--- src/ubx_nav_pkg.sv ---
// Shared constants and types for the UBX NAV frame parser.
// No dependencies; compiled first.
`timescale 1ns / 1ps

package ubx_nav_pkg;

    // Field widths
    localparam int unsigned BYTE_W = 8;
    localparam int unsigned SEL_W  = 2;
    localparam int unsigned LEN_W  = 16;
    localparam int unsigned IDX_W  = 2;

    // Frame constants
    localparam logic [BYTE_W-1:0] SYNC_CHAR1 = 8'hB5;
    localparam logic [BYTE_W-1:0] SYNC_CHAR2 = 8'h62;
    localparam logic [BYTE_W-1:0] CLASS_NAV  = 8'h01;
    localparam logic [BYTE_W-1:0] ID_POSLLH  = 8'h02;
    localparam logic [BYTE_W-1:0] ID_SOL     = 8'h06;
    localparam logic [BYTE_W-1:0] ID_VELNED  = 8'h12;

    // Checksum seed after class byte: A = class, B = class + class
    localparam logic [BYTE_W-1:0] CK_SEED_A = CLASS_NAV;
    localparam logic [BYTE_W-1:0] CK_SEED_B = CLASS_NAV + CLASS_NAV;

    // Buffer select codes
    localparam logic [SEL_W-1:0] SEL_POSITION = 2'd0;
    localparam logic [SEL_W-1:0] SEL_SOLUTION = 2'd1;
    localparam logic [SEL_W-1:0] SEL_VELOCITY = 2'd2;

    // Configuration register indexes
    localparam logic [IDX_W-1:0] REG_SOLUTION_CAP = 2'd0;
    localparam logic [IDX_W-1:0] REG_POSITION_CAP = 2'd1;
    localparam logic [IDX_W-1:0] REG_VELOCITY_CAP = 2'd2;

    // Capacity reset values
    localparam logic [BYTE_W-1:0] SOLUTION_CAP_RST = 8'd53;
    localparam logic [BYTE_W-1:0] POSITION_CAP_RST = 8'd29;
    localparam logic [BYTE_W-1:0] VELOCITY_CAP_RST = 8'd37;

    // Parser phases, one-hot
    typedef enum logic [8:0] {
        PH_IDLE  = 9'b000000001,
        PH_SYNC1 = 9'b000000010,
        PH_SYNC2 = 9'b000000100,
        PH_CLASS = 9'b000001000,
        PH_LEN1  = 9'b000010000,
        PH_LEN2  = 9'b000100000,
        PH_DATA  = 9'b001000000,
        PH_CKA   = 9'b010000000,
        PH_CKB   = 9'b100000000
    } phase_t;

    // One parser result word
    typedef struct packed {
        logic              write_enable;
        logic              status_enable;
        logic [SEL_W-1:0]  message_select;
        logic [BYTE_W-1:0] byte_offset;
        logic [BYTE_W-1:0] byte_value;
        logic              status_new;
    } result_t;

endpackage

--- src/ubx_nav_if.sv ---
// Valid/ready channel interfaces for the UBX NAV frame parser.
// Depends on ubx_nav_pkg.
`timescale 1ns / 1ps

interface ubx_nav_rx_if;
    import ubx_nav_pkg::*;

    logic              valid;
    logic              ready;
    logic [BYTE_W-1:0] rx_byte;

    modport source (output valid, output rx_byte, input ready);
    modport sink   (input valid, input rx_byte, output ready);
endinterface

interface ubx_nav_res_if;
    import ubx_nav_pkg::*;

    logic              valid;
    logic              ready;
    logic              write_enable;
    logic              status_enable;
    logic [SEL_W-1:0]  message_select;
    logic [BYTE_W-1:0] byte_offset;
    logic [BYTE_W-1:0] byte_value;
    logic              status_new;

    modport source (output valid, output write_enable, output status_enable,
                    output message_select, output byte_offset, output byte_value,
                    output status_new, input ready);
    modport sink   (input valid, input write_enable, input status_enable,
                    input message_select, input byte_offset, input byte_value,
                    input status_new, output ready);
endinterface

--- src/ubx_nav_frame_parser.sv ---
// Top level of the UBX NAV frame parser: input stage, parse logic, result register.
// Depends on ubx_nav_pkg and the channel interfaces in ubx_nav_if.sv.
`timescale 1ns / 1ps

// Frames UBX NAV messages (class 01, ids 02/06/12) from a byte stream and emits
// one result word per received byte: a buffer write with offset and value, a
// buffer status update (invalid when the length is in, new or invalid after the
// checksum), or an empty word. The parser takes one byte per clock when the
// result side keeps up; each accepted byte passes from an input register through
// a single stage of parse logic, which also updates the frame state, into a
// result register. Capacity registers may only be written while no byte is in
// flight.
module ubx_nav_frame_parser (
    input  logic                          clk,
    input  logic                          rst_n,
    input  logic                          cfg_we,
    input  logic [ubx_nav_pkg::IDX_W-1:0] cfg_index,
    input  logic [ubx_nav_pkg::BYTE_W-1:0] cfg_data,
    ubx_nav_rx_if.sink                    rx,
    ubx_nav_res_if.source                 res
);
    import ubx_nav_pkg::*;

    // Capacity registers
    logic [BYTE_W-1:0] sol_cap_reg;
    logic [BYTE_W-1:0] pos_cap_reg;
    logic [BYTE_W-1:0] vel_cap_reg;

    // Input stage
    logic              in_valid_reg;
    logic [BYTE_W-1:0] in_byte_reg;

    // Frame state
    phase_t            phase_reg,  phase_next;
    logic [LEN_W-1:0]  remain_reg, remain_next;
    logic [BYTE_W-1:0] sum_a_reg,  sum_a_next;
    logic [BYTE_W-1:0] sum_b_reg,  sum_b_next;
    logic [SEL_W-1:0]  sel_reg,    sel_next;
    logic [BYTE_W-1:0] offset_reg, offset_next;

    // Result stage
    logic              out_valid_reg;
    result_t           out_reg;
    result_t           result;

    logic              advance;
    logic [BYTE_W-1:0] cap_sel;
    logic [BYTE_W-1:0] add_a;
    logic [BYTE_W-1:0] add_b;
    logic [LEN_W-1:0]  remain_dec;

    // Handshake: process a held byte when the result slot is free or draining
    assign advance  = in_valid_reg && (!out_valid_reg || res.ready);
    assign rx.ready = !in_valid_reg || advance;

    // Write capacity registers
    always_ff @(posedge clk or negedge rst_n)
    begin
        if (!rst_n)
        begin
            sol_cap_reg <= SOLUTION_CAP_RST;
            pos_cap_reg <= POSITION_CAP_RST;
            vel_cap_reg <= VELOCITY_CAP_RST;
        end
        else if (cfg_we)
        begin
            case (cfg_index)
                REG_SOLUTION_CAP: sol_cap_reg <= cfg_data;
                REG_POSITION_CAP: pos_cap_reg <= cfg_data;
                REG_VELOCITY_CAP: vel_cap_reg <= cfg_data;
                default:          ;
            endcase
        end
    end

    // Capture the incoming word
    always_ff @(posedge clk or negedge rst_n)
    begin
        if (!rst_n)
        begin
            in_valid_reg <= 1'b0;
        end
        else if (rx.ready)
        begin
            in_valid_reg <= rx.valid;
        end
    end

    always_ff @(posedge clk)
    begin
        if (rx.ready && rx.valid)
        begin
            in_byte_reg <= rx.rx_byte;
        end
    end

    // Pick the capacity of the selected buffer
    always_comb
    begin
        case (sel_reg)
            SEL_SOLUTION: cap_sel = sol_cap_reg;
            SEL_VELOCITY: cap_sel = vel_cap_reg;
            default:      cap_sel = pos_cap_reg;
        endcase
    end

    // Fletcher step and length countdown
    assign add_a      = sum_a_reg + in_byte_reg;
    assign add_b      = sum_b_reg + add_a;
    assign remain_dec = remain_reg - LEN_W'(1);

    // Parse one byte
    always_comb
    begin
        phase_next  = phase_reg;
        remain_next = remain_reg;
        sum_a_next  = sum_a_reg;
        sum_b_next  = sum_b_reg;
        sel_next    = sel_reg;
        offset_next = offset_reg;
        result      = '0;

        case (phase_reg)
            PH_IDLE:
            begin
                phase_next = (in_byte_reg == SYNC_CHAR1) ? PH_SYNC1 : PH_IDLE;
            end
            PH_SYNC1:
            begin
                phase_next = (in_byte_reg == SYNC_CHAR2) ? PH_SYNC2 : PH_IDLE;
            end
            PH_SYNC2:
            begin
                phase_next = (in_byte_reg == CLASS_NAV) ? PH_CLASS : PH_IDLE;
            end
            PH_CLASS:
            begin
                if (in_byte_reg inside {ID_POSLLH, ID_SOL, ID_VELNED})
                begin
                    if (in_byte_reg == ID_POSLLH)
                        sel_next = SEL_POSITION;
                    else if (in_byte_reg == ID_SOL)
                        sel_next = SEL_SOLUTION;
                    else
                        sel_next = SEL_VELOCITY;
                    // restart checksum with class and id folded in
                    sum_a_next  = CK_SEED_A + in_byte_reg;
                    sum_b_next  = CK_SEED_B + in_byte_reg;
                    offset_next = '0;
                    phase_next  = PH_LEN1;
                end
                else
                begin
                    phase_next = PH_IDLE;
                end
            end
            PH_LEN1:
            begin
                remain_next = {{(LEN_W-BYTE_W){1'b0}}, in_byte_reg};
                sum_a_next  = add_a;
                sum_b_next  = add_b;
                phase_next  = PH_LEN2;
            end
            PH_LEN2:
            begin
                remain_next = {in_byte_reg, remain_reg[BYTE_W-1:0]};
                sum_a_next  = add_a;
                sum_b_next  = add_b;
                // mark buffer invalid while the payload streams in
                result.status_enable  = 1'b1;
                result.message_select = sel_reg;
                phase_next = ({in_byte_reg, remain_reg[BYTE_W-1:0]} == '0) ? PH_CKA : PH_DATA;
            end
            PH_DATA:
            begin
                if (offset_reg < cap_sel)
                begin
                    result.write_enable   = 1'b1;
                    result.message_select = sel_reg;
                    result.byte_offset    = offset_reg;
                    result.byte_value     = in_byte_reg;
                    offset_next = offset_reg + BYTE_W'(1);
                    sum_a_next  = add_a;
                    sum_b_next  = add_b;
                    remain_next = remain_dec;
                    if (remain_dec == '0)
                        phase_next = PH_CKA;
                end
                else
                begin
                    // overrun: drop the frame, status stays invalid
                    phase_next = PH_IDLE;
                end
            end
            PH_CKA:
            begin
                if (in_byte_reg == sum_a_reg)
                begin
                    phase_next = PH_CKB;
                end
                else
                begin
                    result.status_enable  = 1'b1;
                    result.message_select = sel_reg;
                    phase_next = PH_IDLE;
                end
            end
            PH_CKB:
            begin
                result.status_enable  = 1'b1;
                result.status_new     = (in_byte_reg == sum_b_reg);
                result.message_select = sel_reg;
                phase_next = PH_IDLE;
            end
            default:
            begin
                phase_next = PH_IDLE;
            end
        endcase
    end

    // Advance frame state with each processed word
    always_ff @(posedge clk or negedge rst_n)
    begin
        if (!rst_n)
        begin
            phase_reg  <= PH_IDLE;
            remain_reg <= '0;
            sum_a_reg  <= '0;
            sum_b_reg  <= '0;
            sel_reg    <= SEL_POSITION;
            offset_reg <= '0;
        end
        else if (advance)
        begin
            phase_reg  <= phase_next;
            remain_reg <= remain_next;
            sum_a_reg  <= sum_a_next;
            sum_b_reg  <= sum_b_next;
            sel_reg    <= sel_next;
            offset_reg <= offset_next;
        end
    end

    // Hold the result word until taken
    always_ff @(posedge clk or negedge rst_n)
    begin
        if (!rst_n)
        begin
            out_valid_reg <= 1'b0;
        end
        else if (advance)
        begin
            out_valid_reg <= 1'b1;
        end
        else if (res.ready)
        begin
            out_valid_reg <= 1'b0;
        end
    end

    always_ff @(posedge clk)
    begin
        if (advance)
        begin
            out_reg <= result;
        end
    end

    assign res.valid          = out_valid_reg;
    assign res.write_enable   = out_reg.write_enable;
    assign res.status_enable  = out_reg.status_enable;
    assign res.message_select = out_reg.message_select;
    assign res.byte_offset    = out_reg.byte_offset;
    assign res.byte_value     = out_reg.byte_value;
    assign res.status_new     = out_reg.status_new;

`ifndef SYNTHESIS
    // A word never both writes a byte and updates status
    assert property (@(posedge clk) disable iff (!rst_n)
        res.valid |-> !(res.write_enable && res.status_enable))
        else $error("write and status update in one word");

    // Stored bytes stay inside the selected buffer
    assert property (@(posedge clk) disable iff (!rst_n)
        advance && result.write_enable |-> result.byte_offset < cap_sel)
        else $error("payload write beyond buffer capacity");

    // A new-data status only follows a matching first checksum byte
    assert property (@(posedge clk) disable iff (!rst_n)
        advance && result.status_new |-> phase_reg == PH_CKB)
        else $error("new status outside second checksum byte");

    // Payload writes only happen while a frame payload is in progress
    assert property (@(posedge clk) disable iff (!rst_n)
        advance && result.write_enable |-> remain_reg != '0)
        else $error("payload write with no length remaining");
`endif

endmodule
--- src/flat_wrapper.sv ---
// flat-port wrapper written by rule: the top's interface ports become plain ports
module ubx_nav_frame_parser_flat import ubx_nav_pkg::*;
  (clk, rst_n, cfg_we, cfg_index, cfg_data, rx_valid, rx_rx_byte, rx_ready, res_valid, res_write_enable, res_status_enable, res_message_select, res_byte_offset, res_byte_value, res_status_new, res_ready);
  ubx_nav_rx_if rx_i ();
  ubx_nav_res_if res_i ();
  input  logic clk;
  input  logic rst_n;
  input  logic cfg_we;
  input  logic [ubx_nav_pkg::IDX_W-1:0] cfg_index;
  input  logic [ubx_nav_pkg::BYTE_W-1:0] cfg_data;
  input wire logic [$bits(rx_i.valid)-1:0] rx_valid;
  input wire logic [$bits(rx_i.rx_byte)-1:0] rx_rx_byte;
  output wire logic [$bits(rx_i.ready)-1:0] rx_ready;
  output wire logic [$bits(res_i.valid)-1:0] res_valid;
  output wire logic [$bits(res_i.write_enable)-1:0] res_write_enable;
  output wire logic [$bits(res_i.status_enable)-1:0] res_status_enable;
  output wire logic [$bits(res_i.message_select)-1:0] res_message_select;
  output wire logic [$bits(res_i.byte_offset)-1:0] res_byte_offset;
  output wire logic [$bits(res_i.byte_value)-1:0] res_byte_value;
  output wire logic [$bits(res_i.status_new)-1:0] res_status_new;
  input wire logic [$bits(res_i.ready)-1:0] res_ready;
  assign rx_i.valid = rx_valid;
  assign rx_i.rx_byte = rx_rx_byte;
  assign rx_ready = rx_i.ready;
  assign res_valid = res_i.valid;
  assign res_write_enable = res_i.write_enable;
  assign res_status_enable = res_i.status_enable;
  assign res_message_select = res_i.message_select;
  assign res_byte_offset = res_i.byte_offset;
  assign res_byte_value = res_i.byte_value;
  assign res_status_new = res_i.status_new;
  assign res_i.ready = res_ready;
  ubx_nav_frame_parser u_core (.clk(clk), .rst_n(rst_n), .cfg_we(cfg_we), .cfg_index(cfg_index), .cfg_data(cfg_data), .rx(rx_i), .res(res_i));
endmodule
--- config.mk ---
export PLATFORM = sky130hd
export DESIGN_NAME = ubx_nav_frame_parser_flat
export DESIGN_NICKNAME = d
export VERILOG_FILES = /design/src/ubx_nav_pkg.sv /design/src/ubx_nav_if.sv /design/src/ubx_nav_frame_parser.sv /design/src/flat_wrapper.sv
export SDC_FILE = /design/constraint.sdc
export NUM_CORES = 1
export LEC_CHECK = 0
export ABC_CLOCK_PERIOD_IN_PS = 4400
export CORE_ASPECT_RATIO = 0.5
export CORE_UTILIZATION = 50
export DETAILED_ROUTE_END_ITERATION = 6
export DONT_BUFFER_PORTS = 1
export GPL_TIMING_DRIVEN = 0
export PLACE_DENSITY = 0.69
export SETUP_SLACK_MARGIN = 0.2
export SYNTH_ARGS = -nofsm -noshare
export SYNTH_HDL_FRONTEND = slang
export SYNTH_SLANG_ARGS = --single-unit
--- constraint.sdc ---
create_clock -name clk -period 4.4 [get_ports clk]
set_clock_uncertainty 0.15 [all_clocks]
set_input_delay 0.44 -clock clk [delete_from_list [all_inputs] [get_ports clk]]
set_output_delay 0.44 -clock clk [all_outputs]
set_load 0.02 [all_outputs]
==> metrics.cfg <==
[worst_setup_path]
cp_data_arrival_time_ps = 3910
critical-path-top-delay-family = compound AO/OA/AOI/OAI gates
crit_path_start = u_core.in_byte_reg[1]
setup.worst_path.end = u_core.sum_b_reg[7]
cp-end-kind = register
worstSetupPathType = register to register
cp_num_buf_inv = 1
cp_max_fo = 11
ff2ff_setup_slack_ps = 600
r2r_cells = 12
crit_slowest_cell = edfxtp_1
slowest_delay_ps = 650
crit_chain = fa_1 > a21o_1 > a21oi_1 > o21bai_1 > a21oi_1 > xor2_1 > inv_1 > ha_1 > o41ai_1 > xnor3_1 > mux2i_1 > a21o_1
r2r_start = u_core.in_byte_reg[1]
crit_cells = 12
cp_data_required_time_ps = 4510
reg2reg_to = u_core.sum_b_reg[7]
crit_path_start_kind = register

[sta]
hold_viol = 0
timing.final.crit_period_ps = 3800
finalSetupViolCount = 0
period_share_pct = 86.4
tightest_slew_ps = 1230
tns_ps = 0
grt_setup_unrepaired = false
drv_slew = 0
clock.fmax_mhz = 263
relSlewSlack_pct = 17.7

[synth]
synthMuxAreaShare_pct = 6.23
synth.net_count = 698
synth-edff-count = 29
synth-adder-area-share_pct = 6.94
synthDistinctLibCells = 68
ys_seq_area_share_pct = 44.3
synth_compound_area_share_pct = 16.2
synthCells = 641
synth_top_family_by_area = simple AND/OR/NAND/NOR gates
yosys_most_used_dff = dfrtp_1
yosysWarnings = 0
ys_seq_elements = 106
async_flop_share_pct = 72.6
synth_area_um2 = 6340
synth_area_per_cell_um2 = 9.90
yosys.area_share.simple_pct = 18.0
synth_xor_area_share_pct = 4.91

[clocking]
cts-buffers-inserted = 9
clockBufferDepth = 2
clkSinkCount = 106
cts_tree = built
cts.htree.levels = 3
post-cts-setup-buffer-count = 0
clock_latency_ps = 360
clockRootBuffer = clkbuf_16
path_clk_slew_ps = 80

[route]
num_vias = 5078
drtIter0Drc = 425
wl_per_cell_um = 18.8
wirelength_mm = 15.5
vias_per_cell = 6.16
drtAntennaViolNets = 0
firstDrtPassIters = 5
drc_errors = 0

[finish]
largest_reg_flops = 16
antennaDiodeCount = 0
nFillCells = 1085
drive_gt1_share_pct = 12.4
finalNetCount = 711
area_growth_pct = 8.30
final_util_pct = 56.9

[pwr]
pwr-share-seq_pct = 52.0
ir_drop_v = 0.000252
power_switching_uw = 615
share_comb_of_total_power_pct = 12.6
p_int_mw = 1.61
switching_share_pct = 27.6
p_leak_nw = 2.92
power_frac_clock_pct = 35.4
p_per_area_nw_per_um2 = 324

[placement]
io_buffers = 0
gp_congestion = 0.894
dp_hpwl_mm = 10.8

[global_route]
antenna_found_initial = 0
first_global_vias = 4793
grt_overflow = 0
grt_pass1_wl_mm = 25.0
grt_max_degree = 78
grt_usage_pct = 24.7

[die]
die_y_um = 81.7
die-area_um2 = 13200
ios = 46
core-area_um2 = 12100
rows = 28
initial_utilization_pct = 52.5
die_x_um = 161

[outcome]
status = complete, no violations

[worst_hold_path]
worstHoldPathType = input port to register

[run]
drv_cap = 0

[Yosys cell counts (3+ instances only)]
master	instances	share of area, %
a211oi_1	4	0.47
a21o_1	7	0.83
a21oi_1	41	3.2
a22oi_1	12	1.4
a31oi_1	6	0.59
a32oi_1	7	0.97
and2_1	3	0.30
and3_1	18	1.8
buf_2	5	0.39
clkbuf_1	27	1.6
dfrtp_1	65	26
dfstp_2	12	5.0
edfxtp_1	29	14
ha_1	32	6.3
inv_1	21	1.2
mux2_2	24	4.3
mux2_4	5	1.2
mux2i_1	5	0.79
nand2_1	42	2.5
nand2b_1	6	0.59
nand3_1	17	1.3
nand3b_1	3	0.35
nand4_1	11	1.1
nand4b_1	3	0.41
nor2_1	58	3.4
nor2b_1	6	0.59
nor3_1	18	1.4
nor3b_1	3	0.35
nor4_1	10	0.99
o211ai_1	6	0.71
o21a_1	3	0.35
o21ai_0	56	4.4
o21bai_1	3	0.35
o41ai_1	3	0.41
xnor2_1	22	3.0
xor2_1	11	1.5
[metrics by stage]
stage                     hold WS (ps)  cells  instance area (um^2)  worst slack (ps)  power (mW)
final                             19.8    824                  6870               598        2.23
after global routing              13.0    824                  6870               205        2.31
after CTS                         15.2    824                  6870               421        2.24
after detailed placement         -3.18    806                  6550               425        1.44
after global placement           -3.45    806                  6550               471        1.43
after floorplan                  -5.59    641                  6340              1240        1.37
[worst min path at each step]
stage,endpoint,cells past startpoint,startpoint,slack (ps)
2_1_floorplan,u_core.in_valid_reg,0,rst_n,-6
3_3_place_gp,u_core.sol_cap_reg[1],0,rst_n,-3
3_5_place_dp,u_core.vel_cap_reg[1],0,rst_n,-3
4_1_cts,u_core.in_byte_reg[6],0,rx_rx_byte[6],20
5_1_grt,u_core.in_byte_reg[6],0,rx_rx_byte[6],10
6_report,u_core.in_byte_reg[6],0,rx_rx_byte[6],20
[cell families (layout without fill, tap and decap cells)]
family | Yosys count | in the layout
AND/OR/NAND/NOR | 215 | 215
adder cells (fa/ha/maj) | 34 | 34
flip-flops | 106 | 106
multiplexers | 34 | 34
AO/OA/AOI/OAI | 163 | 163
XOR/XNOR | 34 | 34
buffers and inverters | 55 | 73
[layout make-up]
class / instances / area, um^2 / area share [%]
well taps: 165 / 206 / 3.00
repair buffers: 2 / 37.5 / 0.546
clock inverters: 6 / 46.3 / 0.674
inverters: 21 / 78.8 / 1.15
plain buffers: 34 / 138 / 2.00
flip-flops and latches: 106 / 2810 / 40.9
clock buffers: 10 / 233 / 3.39
multi-input cells: 480 / 3320 / 48.3
[what timing repair did]
| action | in CTS | in global routing |
|---|---|---|
| hold buffers | 2 | 0 |
| resized for setup | 0 | 1 |
| endpoints found under the hold margin | 77 | 0 |
| endpoints found under the setup margin | 0 | 14 |
[metal layers]
metal	wire (um)	track usage, %	vias to the layer above
li1	-	-	2383
met1	7260	34.1	2505
met2	6830	39.5	174
met3	1170	5.81	16
met4	195	6.13	0
met5	0	0	-
[power by group through the flow]
stage / Combinational, mW / Clock (mW) / Sequential, mW
after global routing: 0.316 / 0.830 / 1.17
after floorplan: 0.208 / 0 / 1.16
after global placement: 0.254 / 0 / 1.18
after detailed placement: 0.260 / 0 / 1.18
after CTS: 0.280 / 0.796 / 1.16
final: 0.282 / 0.788 / 1.16
[cell usage in the layout (no fill, tap or decap), types with 21 or more instances in the layout]
master | Yosys | routed
nand2_1 | 42 | 42
mux2_2 | 24 | 24
nor2_1 | 58 | 58
dfrtp_1 | 65 | 65
inv_1 | 21 | 21
a21oi_1 | 41 | 40
edfxtp_1 | 29 | 29
o21ai_0 | 56 | 56
clkbuf_1 | 27 | 27
xnor2_1 | 22 | 22
ha_1 | 32 | 32
No activity file was read; power rests on OpenSTA's default activity.
